### src/rtl/blr_pkg.sv
// Package for the Bresenham line rasterizer: widths, item types and the
// command record passed from the front decode to the stepping back end.
// No dependencies.
package blr_pkg;

  // Coordinate width and derived widths
  localparam int COORD_BITS = 12;
  localparam int DELTA_BITS = COORD_BITS + 1;  // |end - start| and step count
  localparam int ERR_BITS   = COORD_BITS + 3;  // signed decision error

  // Command queue depth
  localparam int Q_DEPTH    = 2;
  localparam int Q_PTR_BITS = (Q_DEPTH > 1) ? $clog2(Q_DEPTH) : 1;
  localparam int Q_CNT_BITS = $clog2(Q_DEPTH + 1);

  // Item function codes
  localparam logic FUNC_START = 1'b0;
  localparam logic FUNC_STEP  = 1'b1;

  // Input item
  typedef struct packed {
    logic                         func;
    logic signed [COORD_BITS-1:0] x_start;
    logic signed [COORD_BITS-1:0] x_end;
    logic signed [COORD_BITS-1:0] y_start;
    logic signed [COORD_BITS-1:0] y_end;
  } blr_in_t;

  // Result item
  typedef struct packed {
    logic                         pixel_valid;
    logic signed [COORD_BITS-1:0] pixel_x;
    logic signed [COORD_BITS-1:0] pixel_y;
    logic                         last_pixel;
  } blr_out_t;

  // Decoded command held in the queue
  typedef struct packed {
    logic                  is_start;
    logic [COORD_BITS-1:0] x0;
    logic [COORD_BITS-1:0] y0;
    logic [DELTA_BITS-1:0] dx;
    logic [DELTA_BITS-1:0] dy;
    logic                  step_x_neg;
    logic                  step_y_neg;
  } blr_cmd_t;

endpackage

### src/rtl/blr_front.sv
// Front decode of the line rasterizer: classifies each item and, for a
// start item, forms absolute deltas and step directions.
// Depends on blr_pkg.
module blr_front import blr_pkg::*; (
  input  blr_in_t  item,
  output blr_cmd_t cmd
);

  logic signed [DELTA_BITS-1:0] diff_x;
  logic signed [DELTA_BITS-1:0] diff_y;
  logic                         neg_x;
  logic                         neg_y;

  // Take signed differences at one extra bit
  assign diff_x = DELTA_BITS'(item.x_end) - DELTA_BITS'(item.x_start);
  assign diff_y = DELTA_BITS'(item.y_end) - DELTA_BITS'(item.y_start);
  assign neg_x  = diff_x[DELTA_BITS-1];
  assign neg_y  = diff_y[DELTA_BITS-1];

  // Build the command record
  always_comb begin
    cmd.is_start   = (item.func == FUNC_START);
    cmd.x0         = item.x_start;
    cmd.y0         = item.y_start;
    cmd.dx         = neg_x ? DELTA_BITS'(-diff_x) : DELTA_BITS'(diff_x);
    cmd.dy         = neg_y ? DELTA_BITS'(-diff_y) : DELTA_BITS'(diff_y);
    cmd.step_x_neg = neg_x;
    cmd.step_y_neg = neg_y;
  end

endmodule

### src/rtl/blr_queue.sv
// Short command queue between the rasterizer front and back end, built
// from flip-flops with one write and one read place per cycle.
// Depends on blr_pkg.
module blr_queue import blr_pkg::*; (
  input  logic     clk,
  input  logic     rst_n,
  input  logic     wr_valid,
  output logic     wr_ready,
  input  blr_cmd_t wr_data,
  output logic     rd_valid,
  input  logic     rd_ready,
  output blr_cmd_t rd_data
);

  blr_cmd_t                entry_r [Q_DEPTH];
  logic [Q_PTR_BITS-1:0]   wr_ptr_r, wr_ptr_nxt;
  logic [Q_PTR_BITS-1:0]   rd_ptr_r, rd_ptr_nxt;
  logic [Q_CNT_BITS-1:0]   count_r, count_nxt;
  logic                    push;
  logic                    pop;

  assign wr_ready = (count_r != Q_CNT_BITS'(Q_DEPTH));
  assign rd_valid = (count_r != '0);
  assign rd_data  = entry_r[rd_ptr_r];
  assign push     = wr_valid && wr_ready;
  assign pop      = rd_valid && rd_ready;

  // Advance pointers and occupancy
  always_comb begin
    wr_ptr_nxt = wr_ptr_r;
    rd_ptr_nxt = rd_ptr_r;
    count_nxt  = count_r;
    if (push) begin
      wr_ptr_nxt = (wr_ptr_r == Q_PTR_BITS'(Q_DEPTH - 1)) ? '0 : wr_ptr_r + 1'b1;
    end
    if (pop) begin
      rd_ptr_nxt = (rd_ptr_r == Q_PTR_BITS'(Q_DEPTH - 1)) ? '0 : rd_ptr_r + 1'b1;
    end
    if (push && !pop) begin
      count_nxt = count_r + 1'b1;
    end else if (pop && !push) begin
      count_nxt = count_r - 1'b1;
    end
  end

  always_ff @(posedge clk) begin
    if (!rst_n) begin
      wr_ptr_r <= '0;
      rd_ptr_r <= '0;
      count_r  <= '0;
    end else begin
      wr_ptr_r <= wr_ptr_nxt;
      rd_ptr_r <= rd_ptr_nxt;
      count_r  <= count_nxt;
    end
  end

  // Store the written command
  always_ff @(posedge clk) begin
    if (push) begin
      entry_r[wr_ptr_r] <= wr_data;
    end
  end

endmodule

### src/rtl/blr_back.sv
// Back end of the line rasterizer: holds the line state, applies the
// decision-error step per command and drives the result register.
// Depends on blr_pkg.
module blr_back import blr_pkg::*; (
  input  logic     clk,
  input  logic     rst_n,
  input  logic     cmd_valid,
  output logic     cmd_ready,
  input  blr_cmd_t cmd,
  output logic     out_valid,
  input  logic     out_ready,
  output blr_out_t out_data
);

  logic [COORD_BITS-1:0]      cur_x_r, cur_x_nxt;
  logic [COORD_BITS-1:0]      cur_y_r, cur_y_nxt;
  logic signed [ERR_BITS-1:0] err_r, err_nxt;
  logic signed [ERR_BITS-1:0] inc_minor_r, inc_minor_nxt;
  logic signed [ERR_BITS-1:0] inc_major_r, inc_major_nxt;
  logic [DELTA_BITS-1:0]      steps_r, steps_nxt;
  logic                       sx_neg_r, sx_neg_nxt;
  logic                       sy_neg_r, sy_neg_nxt;
  logic                       x_major_r, x_major_nxt;
  logic                       active_r, active_nxt;
  logic                       out_valid_r;
  blr_out_t                   out_data_r, out_data_nxt;

  logic                       take;
  logic                       x_major_new;
  logic [DELTA_BITS-1:0]      major;
  logic [DELTA_BITS-1:0]      minor;
  logic [ERR_BITS-1:0]        minor2;
  logic [ERR_BITS-1:0]        major2;
  logic [COORD_BITS-1:0]      step_x;
  logic [COORD_BITS-1:0]      step_y;
  logic                       minor_step;
  logic [DELTA_BITS-1:0]      steps_dec;

  // Take a command when the result register is free or being drained
  assign cmd_ready = out_ready || !out_valid_r;
  assign take      = cmd_valid && cmd_ready;
  assign out_valid = out_valid_r;
  assign out_data  = out_data_r;

  // Start set-up: pick major axis, form error terms
  assign x_major_new = (cmd.dx > cmd.dy);
  assign major       = x_major_new ? cmd.dx : cmd.dy;
  assign minor       = x_major_new ? cmd.dy : cmd.dx;
  assign minor2      = {1'b0, minor, 1'b0};
  assign major2      = {1'b0, major, 1'b0};

  // Step terms
  assign step_x     = sx_neg_r ? '1 : COORD_BITS'(1);
  assign step_y     = sy_neg_r ? '1 : COORD_BITS'(1);
  assign minor_step = !err_r[ERR_BITS-1];
  assign steps_dec  = steps_r - 1'b1;

  // Next line state and result
  always_comb begin
    cur_x_nxt     = cur_x_r;
    cur_y_nxt     = cur_y_r;
    err_nxt       = err_r;
    inc_minor_nxt = inc_minor_r;
    inc_major_nxt = inc_major_r;
    steps_nxt     = steps_r;
    sx_neg_nxt    = sx_neg_r;
    sy_neg_nxt    = sy_neg_r;
    x_major_nxt   = x_major_r;
    active_nxt    = active_r;
    out_data_nxt  = '0;
    if (cmd.is_start) begin
      cur_x_nxt     = cmd.x0;
      cur_y_nxt     = cmd.y0;
      err_nxt       = minor2 - {2'b00, major};
      inc_minor_nxt = minor2 - major2;
      inc_major_nxt = minor2;
      steps_nxt     = major;
      sx_neg_nxt    = cmd.step_x_neg;
      sy_neg_nxt    = cmd.step_y_neg;
      x_major_nxt   = x_major_new;
      active_nxt    = (major != '0);
      out_data_nxt.pixel_valid = 1'b1;
      out_data_nxt.pixel_x     = cmd.x0;
      out_data_nxt.pixel_y     = cmd.y0;
      out_data_nxt.last_pixel  = (major == '0);
    end else if (active_r) begin
      if (minor_step) begin
        err_nxt = err_r + inc_minor_r;
      end else begin
        err_nxt = err_r + inc_major_r;
      end
      if (x_major_r) begin
        cur_x_nxt = cur_x_r + step_x;
        cur_y_nxt = minor_step ? cur_y_r + step_y : cur_y_r;
      end else begin
        cur_y_nxt = cur_y_r + step_y;
        cur_x_nxt = minor_step ? cur_x_r + step_x : cur_x_r;
      end
      steps_nxt  = steps_dec;
      active_nxt = (steps_dec != '0);
      out_data_nxt.pixel_valid = 1'b1;
      out_data_nxt.pixel_x     = cur_x_nxt;
      out_data_nxt.pixel_y     = cur_y_nxt;
      out_data_nxt.last_pixel  = (steps_dec == '0);
    end
  end

  // Hold line state
  always_ff @(posedge clk) begin
    if (!rst_n) begin
      cur_x_r     <= '0;
      cur_y_r     <= '0;
      err_r       <= '0;
      inc_minor_r <= '0;
      inc_major_r <= '0;
      steps_r     <= '0;
      sx_neg_r    <= 1'b0;
      sy_neg_r    <= 1'b0;
      x_major_r   <= 1'b0;
      active_r    <= 1'b0;
    end else if (take) begin
      cur_x_r     <= cur_x_nxt;
      cur_y_r     <= cur_y_nxt;
      err_r       <= err_nxt;
      inc_minor_r <= inc_minor_nxt;
      inc_major_r <= inc_major_nxt;
      steps_r     <= steps_nxt;
      sx_neg_r    <= sx_neg_nxt;
      sy_neg_r    <= sy_neg_nxt;
      x_major_r   <= x_major_nxt;
      active_r    <= active_nxt;
    end
  end

  // Result register valid
  always_ff @(posedge clk) begin
    if (!rst_n) begin
      out_valid_r <= 1'b0;
    end else if (take) begin
      out_valid_r <= 1'b1;
    end else if (out_ready) begin
      out_valid_r <= 1'b0;
    end
  end

  // Result register payload
  always_ff @(posedge clk) begin
    if (take) begin
      out_data_r <= out_data_nxt;
    end
  end

endmodule

### src/rtl/bresenham_line_rasterizer.sv
// Top level of the Bresenham line rasterizer: front decode, command queue
// and stepping back end. Depends on blr_pkg, blr_front, blr_queue, blr_back.
//
// Usage: each input item on in_valid/in_ready/in_data gives exactly one
// result item on out_valid/out_ready/out_data. A start item (func 0) loads
// both endpoints and returns the first endpoint; each step item (func 1)
// returns the next pixel, last_pixel marking the line's final endpoint.
// A step with no line in progress returns pixel_valid 0 with zero fields.
// An accepted item is written into the queue; the back end loads its
// result into the result register when it takes the command from it.
// Throughput: one item per cycle while the receiver takes results, as
// the back end does one error update per command; the queue and result
// register keep the input side taking items while a result waits. When
// the receiver stalls, the result register holds and the queue fills;
// in_ready drops once both queue entries are occupied. Reset (rst_n low,
// synchronous) empties the queue, drops the result and leaves the block
// with no line in progress.
module bresenham_line_rasterizer import blr_pkg::*; (
  input  logic     clk,
  input  logic     rst_n,
  input  logic     in_valid,
  output logic     in_ready,
  input  blr_in_t  in_data,
  output logic     out_valid,
  input  logic     out_ready,
  output blr_out_t out_data
);

  blr_cmd_t front_cmd;
  blr_cmd_t q_cmd;
  logic     q_valid;
  logic     q_ready;

  // Decode incoming items
  blr_front u_front (
    .item (in_data),
    .cmd  (front_cmd)
  );

  // Buffer decoded commands
  blr_queue u_queue (
    .clk      (clk),
    .rst_n    (rst_n),
    .wr_valid (in_valid),
    .wr_ready (in_ready),
    .wr_data  (front_cmd),
    .rd_valid (q_valid),
    .rd_ready (q_ready),
    .rd_data  (q_cmd)
  );

  // Step the line and drive results
  blr_back u_back (
    .clk       (clk),
    .rst_n     (rst_n),
    .cmd_valid (q_valid),
    .cmd_ready (q_ready),
    .cmd       (q_cmd),
    .out_valid (out_valid),
    .out_ready (out_ready),
    .out_data  (out_data)
  );

endmodule
### config.mk
export PLATFORM = sky130hd
export DESIGN_NAME = bresenham_line_rasterizer
export DESIGN_NICKNAME = d
export VERILOG_FILES = /design/src/rtl/blr_pkg.sv /design/src/rtl/blr_front.sv /design/src/rtl/blr_queue.sv /design/src/rtl/blr_back.sv /design/src/rtl/bresenham_line_rasterizer.sv
export SDC_FILE = /design/constraint.sdc
export NUM_CORES = 1
export LEC_CHECK = 0
export BUFFER_PORTS_ARGS = -buffer_cell sky130_fd_sc_hd__buf_2
export CAP_MARGIN = 20
export CORE_MARGIN = 2
export CORE_UTILIZATION = 49
export CTS_BUF_LIST = sky130_fd_sc_hd__clkbuf_8 sky130_fd_sc_hd__clkbuf_16
export DETAILED_ROUTE_END_ITERATION = 10
export PLACE_DENSITY = 0.66
export SKIP_LAST_GASP = 1
export SLEW_MARGIN = 20
export SYNTH_ARGS = -nofsm -noshare
export SYNTH_HDL_FRONTEND = slang
export SYNTH_SLANG_ARGS = --single-unit
### constraint.sdc
create_clock -name clk -period 17.7 [get_ports clk]
set_clock_uncertainty 0.1 [all_clocks]
set_input_delay 1.77 -clock clk [delete_from_list [all_inputs] [get_ports clk]]
set_output_delay 1.77 -clock clk [all_outputs]
set_load 0.05 [all_outputs]
Yosys cells after proc, flatten, opt, wreduce, memory -nomap -nowiden --
Memories as Yosys holds them, arrays and structs flattened. A register that Yosys moved wholly into a read port is not among the register bits. Cells that the tools add are included.
Storage, ports and cells: flip-flop bits (word level) 115, bits in writable memories 106, input bits 53, output and inout port bits 28, memories kept 1
Memory list:
- u_queue.entry_r | words 2, width 53, rd ports 1, clocked after memory_dff 1, wr ports 1, line blr_queue.sv:15 | blr_cmd_t entry_r [Q_DEPTH];
Cells by class: $add $sub $neg 15, magnitude comparators 1, eq/ne operators 1, muxes and demuxes 33, bitwise operators 1, reductions and logical operators 18
Operators with widths (number):
- $mux W12 | 10
- $mux W13 | 6
- $mux W15 | 3
- $add A15 B15 Y15 | 2
- $logic_not A13 Y1 | 2
- $mux W26 | 1
- $neg A13 Y13 | 2
- $reduce_bool A13 Y1 | 2
- $sub A12 B12 Y13 | 2
- $mux W25 | 1
- $add A12 B12 Y12 | 2
- $sub A14 B13 Y15 | 1
- $sub A14 B14 Y15 | 1
- $gt A13 B13 Y1 | 1
- $sub A13 B1 Y13 const B | 1
- $mux W1 | 10
- $reduce_bool A2 Y1 | 4
- $logic_and A1 B1 Y1 | 4
- $mux W2 | 2
- $reduce_and A2 Y1 | 2
- $logic_not A1 Y1 | 3
- $add A1 B1 Y1 const B | 2
- $add A2 B1 Y2 const B | 1
- $ne A2 B2 Y1 const B | 1
- other kinds (3) | 3

Depth between registers and ports, before layout --
Gate-level depths: netlist of run 1.
depth after elaboration 6, gate-level depth with buffers 27, gate-level depth less buffers 20

Modules after synthesis --
Synthesis of run 1 repeated with hierarchy kept, for this count alone.
Second synthesis, totals: cells, all modules 1585, area, all modules 14750.4 um2
Modules (own cells, without submodules):
- blr_back | instances 1, cells an instance 1111, area each 8737.1 um2, seq. area each 2442.3 um2
- blr_queue | instances 1, cells an instance 189, area each 4052.6 um2, seq. area each 3283.1 um2
- blr_front | instances 1, cells an instance 285, area each 1960.6 um2, seq. area each 0.0 um2

Worst setup path before layout of run 1 --
OpenSTA, ideal clock, no wires.
path type register -> register, start reg with a tool-made name, end reg u_back.err_r[14], library setup time 70 ps, data arrival time 5575 ps, data required time 17530 ps, setup slack 11955 ps, stages on the path, launching flop included 26, buffers on the path 7, cell sequence dfxtp_1 buf_2 buf_2 buf_2 buf_2 mux2_2 ha_1 nand2_1 o211ai_1 nand2_4 a21oi_4 buf_6 buf_2 buf_1 mux2i_1 fa_1 a21o_1 a21oi_1 o21bai_1 a21o_1 a21oi_1 o21ai_0 o41ai_1 nand2b_1 a22oi_1 a21oi_1
RTL lines:
- to (signal assigned) | line blr_back.sv:124 | err_r <= err_nxt;
- to (decl) | line blr_back.sv:17 | logic signed [ERR_BITS-1:0] err_r, err_nxt;

==> key figures, run 1 <==
Floorplan
  – Overall die area: 29220 sq um
  – Effective utilization at floorplan: 49.43%
  – Die Height: 170.9 um
  – Die W: 170.9 um
  – Number of top-level pins: 81
  – Placeable Area: 27630 sq um
  – Std cell rows: 61

STA
  – Final number of hold-violating endpoints: 0
  – Setup TNS: 0 ns
  – Worst slew pin tran: 0.9818 ns
  – Time the final worst path needs with I/O delays and setup: 6.158 ns
  – Portion of the clock cycle consumed by the worst path in the final layout: 34.79%
  – Number of pins with negative max-slew slack in the final report: 0
  – Worst slew slack as a fraction of its limit: 33.86%
  – Achievable Freq: 162.4 MHz
  – Min Hold Slack: 0.3544 ns
  – Unrepaired setup endpoints after global routing: false
  – Total setup violations reported at the end of the flow: 0

Layout
  – Multi-input gate area in the final layout: 7342 sq um
  – Final-stage net count: 1659
  – Area taken by flip-flops and latches: 5727 sq um
  – Layout overhead on the synthesized area: 12.06%
  – Core Util, Final: 55.39%
  – Ratio of cells with drive above 1 in the final layout: 12.47%
  – Fillers: 2485
  – Final antenna diode count: 0

Synthesis
  – Fraction of registers with async set or reset after synthesis: 0%
  – Yosys top cell area share: 29.02%
  – Post-synthesis area per instance: 9.406 sq um
  – Net count of the mapped netlist: 1599
  – Register bit total from synthesis: 220
  – Unique cell type count in the Yosys netlist: 71
  – Top cell type by total area after synthesis: sky130_fd_sc_hd__edfxtp_1
  – Syn Inst Count: 1452
  – Mapped cell area: 13660 sq um
  – Library cell with the highest instance count after synthesis: sky130_fd_sc_hd__nor2_1
  – Dominant synthesized flop cell: sky130_fd_sc_hd__edfxtp_1
  – Number of warnings reported in the yosys synthesis log: 0
  – EDFF count, synth: 132
  – List of most frequent post-synthesis cells: 136 x sky130_fd_sc_hd__nor2_1, 132 x sky130_fd_sc_hd__edfxtp_1, 123 x sky130_fd_sc_hd__a21oi_1
  – Synth top area cells: sky130_fd_sc_hd__edfxtp_1 29%, sky130_fd_sc_hd__dfxtp_1 13%, sky130_fd_sc_hd__ha_1 8.1%
  – Seq/Total Area, Yosys: 41.92%

CTS
  – Clock insertion delay at the later pin of the skew report: 0.53 ns
  – Maximum clock path buffer count: 3
  – Clock tree from TritonCTS: built
  – H-tree depth: 1
  – Number of buffers created by CTS: 26
  – Clock-pin slew reported for the worst setup and hold paths after clock tree synthesis: 0.06 ns
  – Total clock sinks: 220
  – Number of setup buffers added after CTS: 0
  – Number of buffers inserted by hold repair at cts: 0
  – Quantity of gates resized following cts: 0
  – Clock root cell: sky130_fd_sc_hd__clkbuf_16

Placement
  – HPWL reported at the end of detailed placement: 25070 um
  – Total of buffers placed on input and output ports: 80
  – Global placement routability congestion: 0.9150

Setup path
  – Setup Crit Path Kind: flip-flop to flip-flop
  – Kind of start point of the critical path: flip-flop
  – Required time of the critical path: 18.05 ns
  – Series of cell instances along the critical path: buf_4 > mux2_2 > ha_1 > nand2_1 > o211ai_1 > nand2_4 > a21oi_4 > buf_4 > mux2i_1 > ha_1 > inv_1 > o21bai_1 > a21o_1 > a21oi_1 > o21ai_0 > o41ai_1 > nand2b_1 > a22oi_1 > a21oi_1
  – Crit path largest cell delay: 0.69 ns
  – Last element of the critical path: u_back.err_r[14]
  – Slack of the worst reg-to-reg path: 11.54 ns
  – Critical path fanouts, max: 62
  – Critical path's slowest cell: sky130_fd_sc_hd__buf_4
  – Reg-to-Reg End: u_back.err_r[14]
  – Data arrival at the endpoint of the critical path: 6.50 ns
  – Number of cell instances on the worst register-to-register path: 19
  – Element type at the critical path end: flip-flop

Power
  – Pwr Density: 217.7 nW/um^2
  – Maximum vdd drop: 0.0001095 V
  – PnR Total Power: 3.332 mW
  – Leak Pwr: 6.193 nW

Drt
  – Vias per Instance: 5.744
  – Via count: 10.97k
  – Total DRC errors in the routed layout: 0
  – Total iterations of the first detailed-routing run: 5
  – Total detailed-routing wirelength: 34630 um
  – Violation count after the first detailed-routing iteration: 827
  – Avg WL per Cell: 18.13 um
  – DRT antenna net count: 0

Global route
  – Initial antenna violation count: 0
  – All-layer global routing usage: 23.93%
  – First-pass GRT wire length: 54810 um
  – GRT overflow: 0
  – Number of global-route vias before repair: 10.11k
  – Largest net degree at the start of global routing: 70

Job
  – Max-capacitance violation count: 0

Outcome
  – Outcome: finished clean

Worst hold path
  – HP Class: flip-flop to flip-flop
how the worst min path moves through the flow:
stage,start,to,slack [ns],cells after the start
floorplan,u_back.inc_minor_r[9],u_back.inc_minor_r[9],0.33,2
global placement,u_back.inc_minor_r[5],u_back.inc_minor_r[5],0.34,2
detailed placement,u_back.inc_minor_r[9],u_back.inc_minor_r[9],0.35,2
CTS,u_back.inc_major_r[1],u_back.inc_major_r[1],0.36,2
global route,u_back.inc_major_r[13],u_back.inc_major_r[13],0.37,2
finish,u_back.inc_major_r[1],u_back.inc_major_r[1],0.35,2
power by group:
| group | internal, mW | switching, mW | leakage (nW) |
|---|---|---|---|
| Combinational | 0.719 | 1.25 | 3.77 |
| Sequential | 0.735 | 0.0890 | 1.97 |
| Clock | 0.329 | 0.210 | 0.459 |
metal layers:
metal | vias to the layer above | global-route usage (%) | wire (um)
li1 | 5380 | - | -
met1 | 5220 | 34.99 | 16550
met2 | 319 | 37.72 | 15380
met3 | 52 | 3.285 | 1924
met4 | 0 | 5.416 | 769
met5 | - | 0 | 0
area by class of cell:
| cell class | instances | share of cell area [%] |
|---|---|---|
| clock buffers | 33 | 5.175 |
| clock inverters | 15 | 0.6541 |
| inverters | 95 | 2.330 |
| multi-input cells | 1074 | 47.98 |
| flip-flops and latches | 220 | 37.42 |
| well taps | 378 | 3.091 |
| repair buffers | 95 | 3.352 |
cell usage in the layout (no fill, tap or decap), types with 4 or more instances in the layout:
| cell type | netlist | final |
|---|---|---|
| sky130_fd_sc_hd__o211ai_1 | 15 | 15 |
| sky130_fd_sc_hd__or2_2 | 5 | 5 |
| sky130_fd_sc_hd__or3_1 | 8 | 8 |
| sky130_fd_sc_hd__clkinv_2 | 0 | 4 |
| sky130_fd_sc_hd__nand3b_1 | 7 | 7 |
| sky130_fd_sc_hd__a21o_1 | 17 | 17 |
| sky130_fd_sc_hd__a21oi_1 | 123 | 123 |
| sky130_fd_sc_hd__xnor2_1 | 55 | 55 |
| sky130_fd_sc_hd__o21bai_1 | 17 | 17 |
| sky130_fd_sc_hd__mux2_2 | 29 | 29 |
| sky130_fd_sc_hd__and2_1 | 6 | 6 |
| sky130_fd_sc_hd__o31ai_1 | 8 | 8 |
| sky130_fd_sc_hd__mux2i_1 | 66 | 65 |
| sky130_fd_sc_hd__nor2b_1 | 24 | 24 |
| sky130_fd_sc_hd__fa_1 | 6 | 6 |
| sky130_fd_sc_hd__nand2b_1 | 12 | 12 |
| sky130_fd_sc_hd__and3_1 | 17 | 16 |
| sky130_fd_sc_hd__inv_1 | 95 | 100 |
| sky130_fd_sc_hd__buf_2 | 16 | 80 |
| sky130_fd_sc_hd__xor2_1 | 31 | 31 |
| sky130_fd_sc_hd__a311oi_1 | 5 | 5 |
| sky130_fd_sc_hd__clkbuf_16 | 0 | 30 |
| sky130_fd_sc_hd__o21ai_0 | 73 | 73 |
| sky130_fd_sc_hd__a211oi_1 | 46 | 46 |
| sky130_fd_sc_hd__edfxtp_1 | 132 | 132 |
| sky130_fd_sc_hd__buf_4 | 0 | 15 |
| sky130_fd_sc_hd__nand2_1 | 122 | 122 |
| sky130_fd_sc_hd__nand3_1 | 31 | 31 |
| sky130_fd_sc_hd__nand4_1 | 9 | 9 |
| sky130_fd_sc_hd__o22ai_1 | 8 | 8 |
| sky130_fd_sc_hd__a21boi_0 | 5 | 5 |
| sky130_fd_sc_hd__a22oi_1 | 6 | 6 |
| sky130_fd_sc_hd__nor2_1 | 136 | 133 |
| sky130_fd_sc_hd__ha_1 | 88 | 88 |
| sky130_fd_sc_hd__a31oi_1 | 7 | 7 |
| sky130_fd_sc_hd__o21a_1 | 6 | 6 |
| sky130_fd_sc_hd__nor3_1 | 39 | 39 |
| sky130_fd_sc_hd__dfxtp_1 | 88 | 87 |
kinds of logic (layout without fill, tap and decap cells):
group / Yosys count / after routing / synth area share, %
xor gates and xnor gates: 86 / 86 / 5.515
DFF: 220 / 220 / 41.92
buffers and inverters: 158 / 238 / 4.544
and+or+nand+nor: 430 / 430 / 14.64
AOI/OAI and AO/OA: 368 / 368 / 17.11
adders and majority gates: 94 / 94 / 8.942
muxes: 96 / 96 / 7.329
flip-flops by register name (all words and copies together) (netlist names), 12 cells and up, named ones only:
| signal | cells |
|---|---|
| u_back.cur_x_r | 12 |
| u_back.cur_y_r | 12 |
| u_back.err_r | 14 |
| u_back.inc_major_r | 13 |
| u_back.inc_minor_r | 14 |
| u_back.out_data | 26 |
| u_back.steps_r | 13 |
| u_queue.entry_r | 106 |
critical path: cells and delay by family (launching register included):
| family | cells | cell delay, ns |
|---|---|---|
| mux | 2 | 0.93 |
| compound gates | 9 | 2.26 |
| flops | 1 | 0.31 |
| fa+ha+maj | 2 | 0.78 |
| simple gates | 3 | 0.42 |
| buf+inv | 3 | 1.24 |
through the flow:
stage / instance area (sq um) / instances / setup WS [ns]
after floorplan: 13660 / 1452 / 11.95
after global placement: 14410 / 1862 / 11.75
after detailed placement: 14410 / 1862 / 11.58
after CTS: 15300 / 1910 / 11.56
after global routing: 15300 / 1910 / 11.16
final: 15300 / 1910 / 11.54
(Power assumes the default switching activity.)
==> run 2: changes to the inputs <==
- clock period: 17.7 -> 6 ns (I/O delays scaled with it)
==> key figures, run 2 (synthesis gave the netlist of run 1 again) <==
Outcome
  – Outcome: finished clean

Layout
  – Flip-flop count of the largest register, all copies and words added: 106 (unchanged)
  – Final-stage net count: 1662 (+0.18%)
  – Layout overhead on the synthesized area: 12.27%
  – Ratio of cells with drive above 1 in the final layout: 12.65% (+0.19 points)
  – Final instance area: 15330 sq um (+0.19%)
  – Most frequent cells in the layout: 133 x sky130_fd_sc_hd__nor2_1, 132 x sky130_fd_sc_hd__edfxtp_1, 123 x sky130_fd_sc_hd__a21oi_1
  – Top register by number of flip-flops: u_queue.entry_r
  – Final antenna diode count: 0 (unchanged)
  – Commonest non-fill, non-tap cell in the layout: sky130_fd_sc_hd__nor2_1

Floorplan
  – Placeable Area: 27630 sq um (unchanged)
  – Number of top-level pins: 81 (unchanged)
  – Die Height: 170.9 um (unchanged)
  – Effective utilization at floorplan: 49.43% (unchanged)
  – Overall die area: 29220 sq um (unchanged)
  – Die W: 170.9 um (unchanged)
  – Std cell rows: 61 (unchanged)

Placement
  – Global placement routability congestion: 0.8700 (-4.9%)
  – Total of buffers placed on input and output ports: 80 (unchanged)
  – Pre-CTS setup slack: 0.5132 ns (-11.07 ns)
  – HPWL reported at the end of detailed placement: 24730 um (-1.4%)
  – Cell Area, Placed: 14450 sq um (+0.26%)

Setup path
  – Kind of start point of the critical path: flip-flop
  – Data arrival at the endpoint of the critical path: 5.74 ns (-0.76 ns)
  – Number of cell instances on the worst register-to-register path: 19 (unchanged)
  – Required time of the critical path: 6.36 ns (-11.69 ns)
  – Slack of the worst reg-to-reg path: 0.62 ns (-10.92 ns)
  – Critical path fanouts, max: 27 (-56%)
  – Element type at the critical path end: flip-flop
  – Reg-to-Reg End: u_back.err_r[14]
  – Setup Crit Path Kind: flip-flop to flip-flop

Power
  – Fraction of power spent switching nets: 45.93% (-0.57 points)
  – Seq pwr share: 24.9% (+0.2 points)
  – Leak Pwr: 6.185 nW (-0.13%)
  – Pwr Density: 644.6 nW/um^2 (+200%)
  – Internal power of the cells: 5.344 mW (+200%)
  – Clk pwr share: 16.6% (+0.4 points)
  – Maximum vdd drop: 0.0002967 V (+170%)
  – Combinational power share: 58.4% (-0.7 points)
  – Net switching power figure: 4.539 mW (+190%)
  – PnR Total Power: 9.883 mW (+200%)

STA
  – Min Hold Slack: 0.1680 ns (-0.1865 ns)
  – Crit path setup slack, layout: 0.6184 ns (-10.92 ns)
  – Worst slew slack as a fraction of its limit: 35.25% (+1.4 points)
  – Unrepaired setup endpoints after global routing: false
  – Setup TNS: 0 ns (unchanged)
  – Time the final worst path needs with I/O delays and setup: 5.382 ns (-0.7768 ns)
  – Final number of hold-violating endpoints: 0 (unchanged)
  – Portion of the clock cycle consumed by the worst path in the final layout: 89.69% (+55 points)
  – Worst slew pin tran: 0.9654 ns (-0.01644 ns)
  – Total setup violations reported at the end of the flow: 0 (unchanged)
  – Number of pins with negative max-slew slack in the final report: 0 (unchanged)
  – Achievable Freq: 185.8 MHz (+14%)

Drt
  – Total iterations of the first detailed-routing run: 5 (unchanged)
  – Total detailed-routing wirelength: 34140 um (-1.4%)
  – Vias per Instance: 5.628 (-2.0%)
  – Via count: 10.76k (-2.0%)
  – Avg WL per Cell: 17.86 um (-1.5%)
  – DRT antenna net count: 0 (unchanged)
  – Total DRC errors in the routed layout: 0 (unchanged)
  – Violation count after the first detailed-routing iteration: 814 (-1.6%)

CTS
  – Clock-pin slew reported for the worst setup and hold paths after clock tree synthesis: 0.06 ns (about the same)
  – Number of setup buffers added after CTS: 0 (unchanged)
  – Total clock sinks: 220 (unchanged)
  – Clock insertion delay at the later pin of the skew report: 0.53 ns (about the same)
  – Clock root cell: sky130_fd_sc_hd__clkbuf_16
  – Maximum clock path buffer count: 3 (unchanged)
  – Clock tree from TritonCTS: built
  – Number of buffers created by CTS: 24 (-7.7%)
  – H-tree depth: 1 (unchanged)

Global route
  – Number of global-route vias before repair: 10.15k (+0.44%)
  – All-layer global routing usage: 23.67% (-0.26 points)
  – GRT overflow: 0 (unchanged)
  – First-pass GRT wire length: 54430 um (-0.69%)
  – Largest net degree at the start of global routing: 64 (-8.6%)
  – Initial antenna violation count: 0 (unchanged)

Job
  – Max-capacitance violation count: 0 (unchanged)

Worst hold path
  – Hold path startpoint: in_data[14]
  – Hold Path Sink: u_queue.entry_r[0][30]
  – HP Class: primary input to flip-flop
  – Hold depth: 1 (-1)
run 2: cell types whose count changed in the layout (fill, tap and decap cells not counted):
cell / delta
sky130_fd_sc_hd__clkinv_2: -1
sky130_fd_sc_hd__clkbuf_16: -5
sky130_fd_sc_hd__dfxtp_2: -1
sky130_fd_sc_hd__bufinv_16: +5
sky130_fd_sc_hd__clkinv_1: +4
sky130_fd_sc_hd__inv_6: +2
sky130_fd_sc_hd__inv_1: -6
sky130_fd_sc_hd__buf_4: +5
sky130_fd_sc_hd__clkbuf_8: -3
sky130_fd_sc_hd__dfxtp_4: +1
run 2: how the worst max path moves through the flow:
stage / startpoint / endpoint / slack (ns) / cells after the start
global route: flip-flop / u_back.err_r[14] / 0.20 / 19
floorplan: flip-flop / u_back.err_r[14] / 0.25 / 25
finish: flip-flop / u_back.err_r[14] / 0.62 / 19
detailed placement: flip-flop / u_back.err_r[14] / 0.51 / 19
CTS: flip-flop / u_back.err_r[14] / 0.44 / 19
global placement: flip-flop / u_back.err_r[14] / 0.58 / 20
run 2: layout make-up:
| class | instances | area (sq um) |
|---|---|---|
| inverter | 95 | 356.6 |
| tap | 378 | 473.0 |
| clock buffer | 25 | 625.6 |
| multi-input combinational | 1074 | 7342 |
| clock inverter | 19 | 255.2 |
| sequential | 220 | 5729 |
| timing repair buffer | 100 | 550.5 |
| fill | 2466 | 12300 |
run 2: power by group through the flow:
stage | clock network (mW) | registers, mW | logic (mW)
2_1_floorplan | 0 | 2.73 | 4.09
3_3_place_gp | 0 | 2.49 | 5.61
4_1_cts | 1.68 | 2.46 | 5.73
6_report | 1.64 | 2.46 | 5.78
5_1_grt | 1.73 | 2.52 | 6.39
3_5_place_dp | 0 | 2.49 | 5.69
run 2: what timing repair did:
action | 4_1_cts | 5_1_grt
gates resized for setup | 0 | 1
setup endpoints to repair | 0 | 1
hold buffers | 0 | 0
run 2: layer usage:
| metal | global-route usage [%] | share of wire, % | routed length, um |
|---|---|---|---|
| met1 | 34.96 | 48 | 16280 |
| met2 | 37.83 | 44 | 15110 |
| met3 | 2.660 | 6.5 | 2227 |
| met4 | 4.348 | 1.5 | 526 |
| met5 | 0 | 0 | 0 |
run 2: per-stage QoR:
step           cells  util (%)
2_1_floorplan   1452         -
3_3_place_gp    1867     52.30
3_5_place_dp    1867     52.30
4_1_cts         1911     55.48
5_1_grt         1911     55.49
6_report        1911     55.49
run 2: worst max-delay path, cell delays in order, from the launching register on:
cell and delay (ns):
sky130_fd_sc_hd__dfxtp_4 0.62, sky130_fd_sc_hd__mux2i_1 0.46, sky130_fd_sc_hd__ha_1 0.38, sky130_fd_sc_hd__a21o_1 0.19, sky130_fd_sc_hd__a221o_1 0.34, sky130_fd_sc_hd__nor2_1 0.34
sky130_fd_sc_hd__a21oi_4 0.20, sky130_fd_sc_hd__nand2_1 0.09, sky130_fd_sc_hd__o21ai_0 0.21, sky130_fd_sc_hd__fa_1 0.51, sky130_fd_sc_hd__a21o_1 0.20, sky130_fd_sc_hd__a21oi_1 0.22
sky130_fd_sc_hd__o21bai_1 0.10, sky130_fd_sc_hd__a21o_1 0.21, sky130_fd_sc_hd__a21oi_1 0.21, sky130_fd_sc_hd__o21ai_0 0.15, sky130_fd_sc_hd__o41ai_1 0.39, sky130_fd_sc_hd__nand2b_1 0.16
sky130_fd_sc_hd__a22oi_1 0.06, sky130_fd_sc_hd__a21oi_1 0.16
==> run 3: changes to the inputs <==
- clock period: 6 -> 5.01 ns (I/O delays scaled with it)
==> key figures, run 3 (synthesis gave the netlist of run 1 again) <==
Worst hold path
  – Hold path startpoint: in_data[41]
  – Hold Path Sink: u_queue.entry_r[1][45]
  – HP Class: primary input to flip-flop
  – Hold depth: 1 (unchanged)

STA
  – Total setup violations reported at the end of the flow: 0 (unchanged)
  – Worst slew slack as a fraction of its limit: 33.10% (-2.2 points)
  – Final number of hold-violating endpoints: 0 (unchanged)
  – Number of pins with negative max-slew slack in the final report: 0 (unchanged)
  – Min Hold Slack: 0.06346 ns (-0.1045 ns)
  – Time the final worst path needs with I/O delays and setup: 4.839 ns (-0.5430 ns)
  – Unrepaired setup endpoints after global routing: false
  – Portion of the clock cycle consumed by the worst path in the final layout: 96.58% (+6.9 points)
  – Crit path setup slack, layout: 0.1714 ns (-0.4470 ns)
  – Achievable Freq: 206.7 MHz (+11%)
  – Setup TNS: 0 ns (unchanged)
  – Worst slew pin tran: 1.002 ns (+0.03706 ns)

Setup path
  – Reg-to-Reg End: u_back.err_r[12]
  – Crit path largest cell delay: 0.42 ns (-0.20 ns)
  – Kind of start point of the critical path: flip-flop
  – Critical path's slowest cell: sky130_fd_sc_hd__dfxtp_4
  – Required time of the critical path: 5.31 ns (-1.05 ns)
  – Data arrival at the endpoint of the critical path: 5.14 ns (-0.60 ns)
  – Number of cell instances on the worst register-to-register path: 21 (+2)
  – Critical path fanouts, max: 11 (-59%)
  – Series of cell instances along the critical path: buf_12 > mux2_2 > inv_1 > ha_1 > and2_1 > a221o_1 > nor2_4 > a21oi_4 > buf_4 > mux2i_2 > fa_2 > a21o_1 > a21oi_2 > o21bai_1 > a21o_1 > a21oi_2 > o21ai_1 > o41ai_2 > buf_4 > xor2_1 > a21oi_1
  – Slack of the worst reg-to-reg path: 0.17 ns (-0.45 ns)
  – Setup Crit Path Kind: flip-flop to flip-flop
  – Element type at the critical path end: flip-flop

CTS
  – Clock root cell: sky130_fd_sc_hd__clkbuf_16
  – Number of buffers inserted by hold repair at cts: 0 (unchanged)
  – Total clock sinks: 220 (unchanged)
  – Number of buffers created by CTS: 26 (+8.3%)
  – Maximum clock path buffer count: 3 (unchanged)
  – Clock insertion delay at the later pin of the skew report: 0.54 ns (about the same)
  – Clock-pin slew reported for the worst setup and hold paths after clock tree synthesis: 0.06 ns (about the same)
  – Clock tree from TritonCTS: built
  – H-tree depth: 1 (unchanged)

Drt
  – Total DRC errors in the routed layout: 0 (unchanged)
  – Total detailed-routing wirelength: 34420 um (+0.82%)
  – Vias per Instance: 5.642 (+0.25%)
  – Violation count after the first detailed-routing iteration: 879 (+8.0%)
  – DRT antenna net count: 0 (unchanged)
  – Total iterations of the first detailed-routing run: 5 (unchanged)
  – Avg WL per Cell: 17.70 um (-0.89%)
  – Via count: 10.97k (+2.0%)

Global route
  – First-pass GRT wire length: 54730 um (+0.56%)
  – All-layer global routing usage: 23.63% (-0.039 points)
  – Number of global-route vias before repair: 10.41k (+2.5%)
  – Largest net degree at the start of global routing: 69 (+7.8%)
  – GRT overflow: 0 (unchanged)
  – Initial antenna violation count: 0 (unchanged)

Layout
  – Layout overhead on the synthesized area: 15.69%
  – Top register by number of flip-flops: u_queue.entry_r
  – Core Util, Final: 57.19% (+1.7 points)
  – Ratio of cells with drive above 1 in the final layout: 15.20% (+2.5 points)
  – Final instance area: 15800 sq um (+3.1%)
  – Most frequent cells in the layout: 132 x sky130_fd_sc_hd__nor2_1, 132 x sky130_fd_sc_hd__edfxtp_1, 122 x sky130_fd_sc_hd__nand2_1
  – Flip-flop count of the largest register, all copies and words added: 106 (unchanged)
  – Final antenna diode count: 0 (unchanged)
  – Fin cells: 1944 (+1.7%)
  – Final-stage net count: 1693 (+1.9%)

Job
  – Max-capacitance violation count: 0 (unchanged)

Floorplan
  – Overall die area: 29220 sq um (unchanged)
  – Std cell rows: 61 (unchanged)
  – Effective utilization at floorplan: 49.43% (unchanged)
  – Die W: 170.9 um (unchanged)
  – Number of top-level pins: 81 (unchanged)
  – Die Height: 170.9 um (unchanged)
  – Placeable Area: 27630 sq um (unchanged)

Power
  – PnR Total Power: 12.47 mW (+26%)
  – Leak Pwr: 6.421 nW (+3.8%)
  – Pwr Density: 789.2 nW/um^2 (+22%)
  – Maximum vdd drop: 0.0003624 V (+22%)

Placement
  – HPWL reported at the end of detailed placement: 24780 um (+0.21%)
  – Cell Area, Placed: 14690 sq um (+1.7%)
  – Pre-CTS setup slack: 0.06482 ns (-0.4483 ns)
  – Total of buffers placed on input and output ports: 80 (unchanged)
  – Global placement routability congestion: 0.9159 (+5.3%)
  – Placed Cells incl. Taps: 1886 (+1.0%)

Outcome
  – Outcome: finished clean
## run 3: cell types whose count changed in the layout (fill, tap and decap cells not counted), moves of 2 or more
cell | before | now
sky130_fd_sc_hd__buf_4 | 20 | 45
sky130_fd_sc_hd__a21oi_1 | 123 | 120
sky130_fd_sc_hd__clkinv_1 | 5 | 0
sky130_fd_sc_hd__inv_1 | 94 | 99
sky130_fd_sc_hd__o21ai_0 | 73 | 71
sky130_fd_sc_hd__ha_4 | 0 | 4
sky130_fd_sc_hd__clkbuf_16 | 25 | 29
sky130_fd_sc_hd__a21oi_2 | 0 | 4
sky130_fd_sc_hd__inv_6 | 2 | 0
sky130_fd_sc_hd__ha_1 | 88 | 84
sky130_fd_sc_hd__buf_12 | 0 | 2
sky130_fd_sc_hd__o21ai_1 | 0 | 2
## run 3: worst max-delay path, delay by kind of cell (launching register included)
kind | cells | cell delay [ns]
AOI/OAI and AO/OA | 10 | 1.76
xor gates and xnor gates | 1 | 0.15
adders and majority gates | 2 | 0.68
buffers and inverters | 4 | 0.59
DFF | 1 | 0.42
muxes | 2 | 0.53
and+or+nand+nor | 2 | 0.44
## run 3: how the worst max path moves through the flow
stage	start	end	slack, ns	depth (start not counted)
after global routing	flip-flop	u_back.err_r[12]	0.001	21
after floorplan	flip-flop	u_back.err_r[14]	0.006	25
after detailed placement	flip-flop	u_back.err_r[14]	0.06	19
after global placement	flip-flop	u_back.err_r[14]	0.15	19
final	flip-flop	u_back.err_r[12]	0.17	21
after CTS	flip-flop	u_back.err_r[14]	0.01	19
## run 3: cell type report
cell class | count | area [sq um]
Fill cell | 2429 | 11830
Inverter | 95 | 356.6
Timing Repair Buffer | 128 | 803.3
Tap cell | 378 | 473.0
Multi-Input combinational cell | 1075 | 7437
Clock buffer | 29 | 714.4
Clock inverter | 19 | 286.5
Sequential cell | 220 | 5729
## run 3: layer usage
| metal | vias to the layer above | wire, um | GRT usage [%] |
|---|---|---|---|
| met5 | - | 0 | 0 |
| met4 | 0 | 517 | 4.790 |
| met3 | 37 | 1698 | 2.799 |
| met2 | 272 | 15540 | 37.88 |
| met1 | 5223 | 16660 | 34.51 |
| li1 | 5437 | - | - |
## run 3: report_power, final
| part | switching (mW) | leakage, nW | internal [mW] | total [mW] |
|---|---|---|---|---|
| Combinational | 4.50 | 3.96 | 2.89 | 7.39 |
| Sequential | 0.320 | 1.97 | 2.60 | 2.92 |
| Clock | 0.780 | 0.497 | 1.39 | 2.17 |
| Total | 5.60 | 6.42 | 6.87 | 12.5 |
## run 3: what timing repair did
item,CTS,global route
resized for setup,0,5
setup endpoints to repair,0,7
buffers inserted,0,8
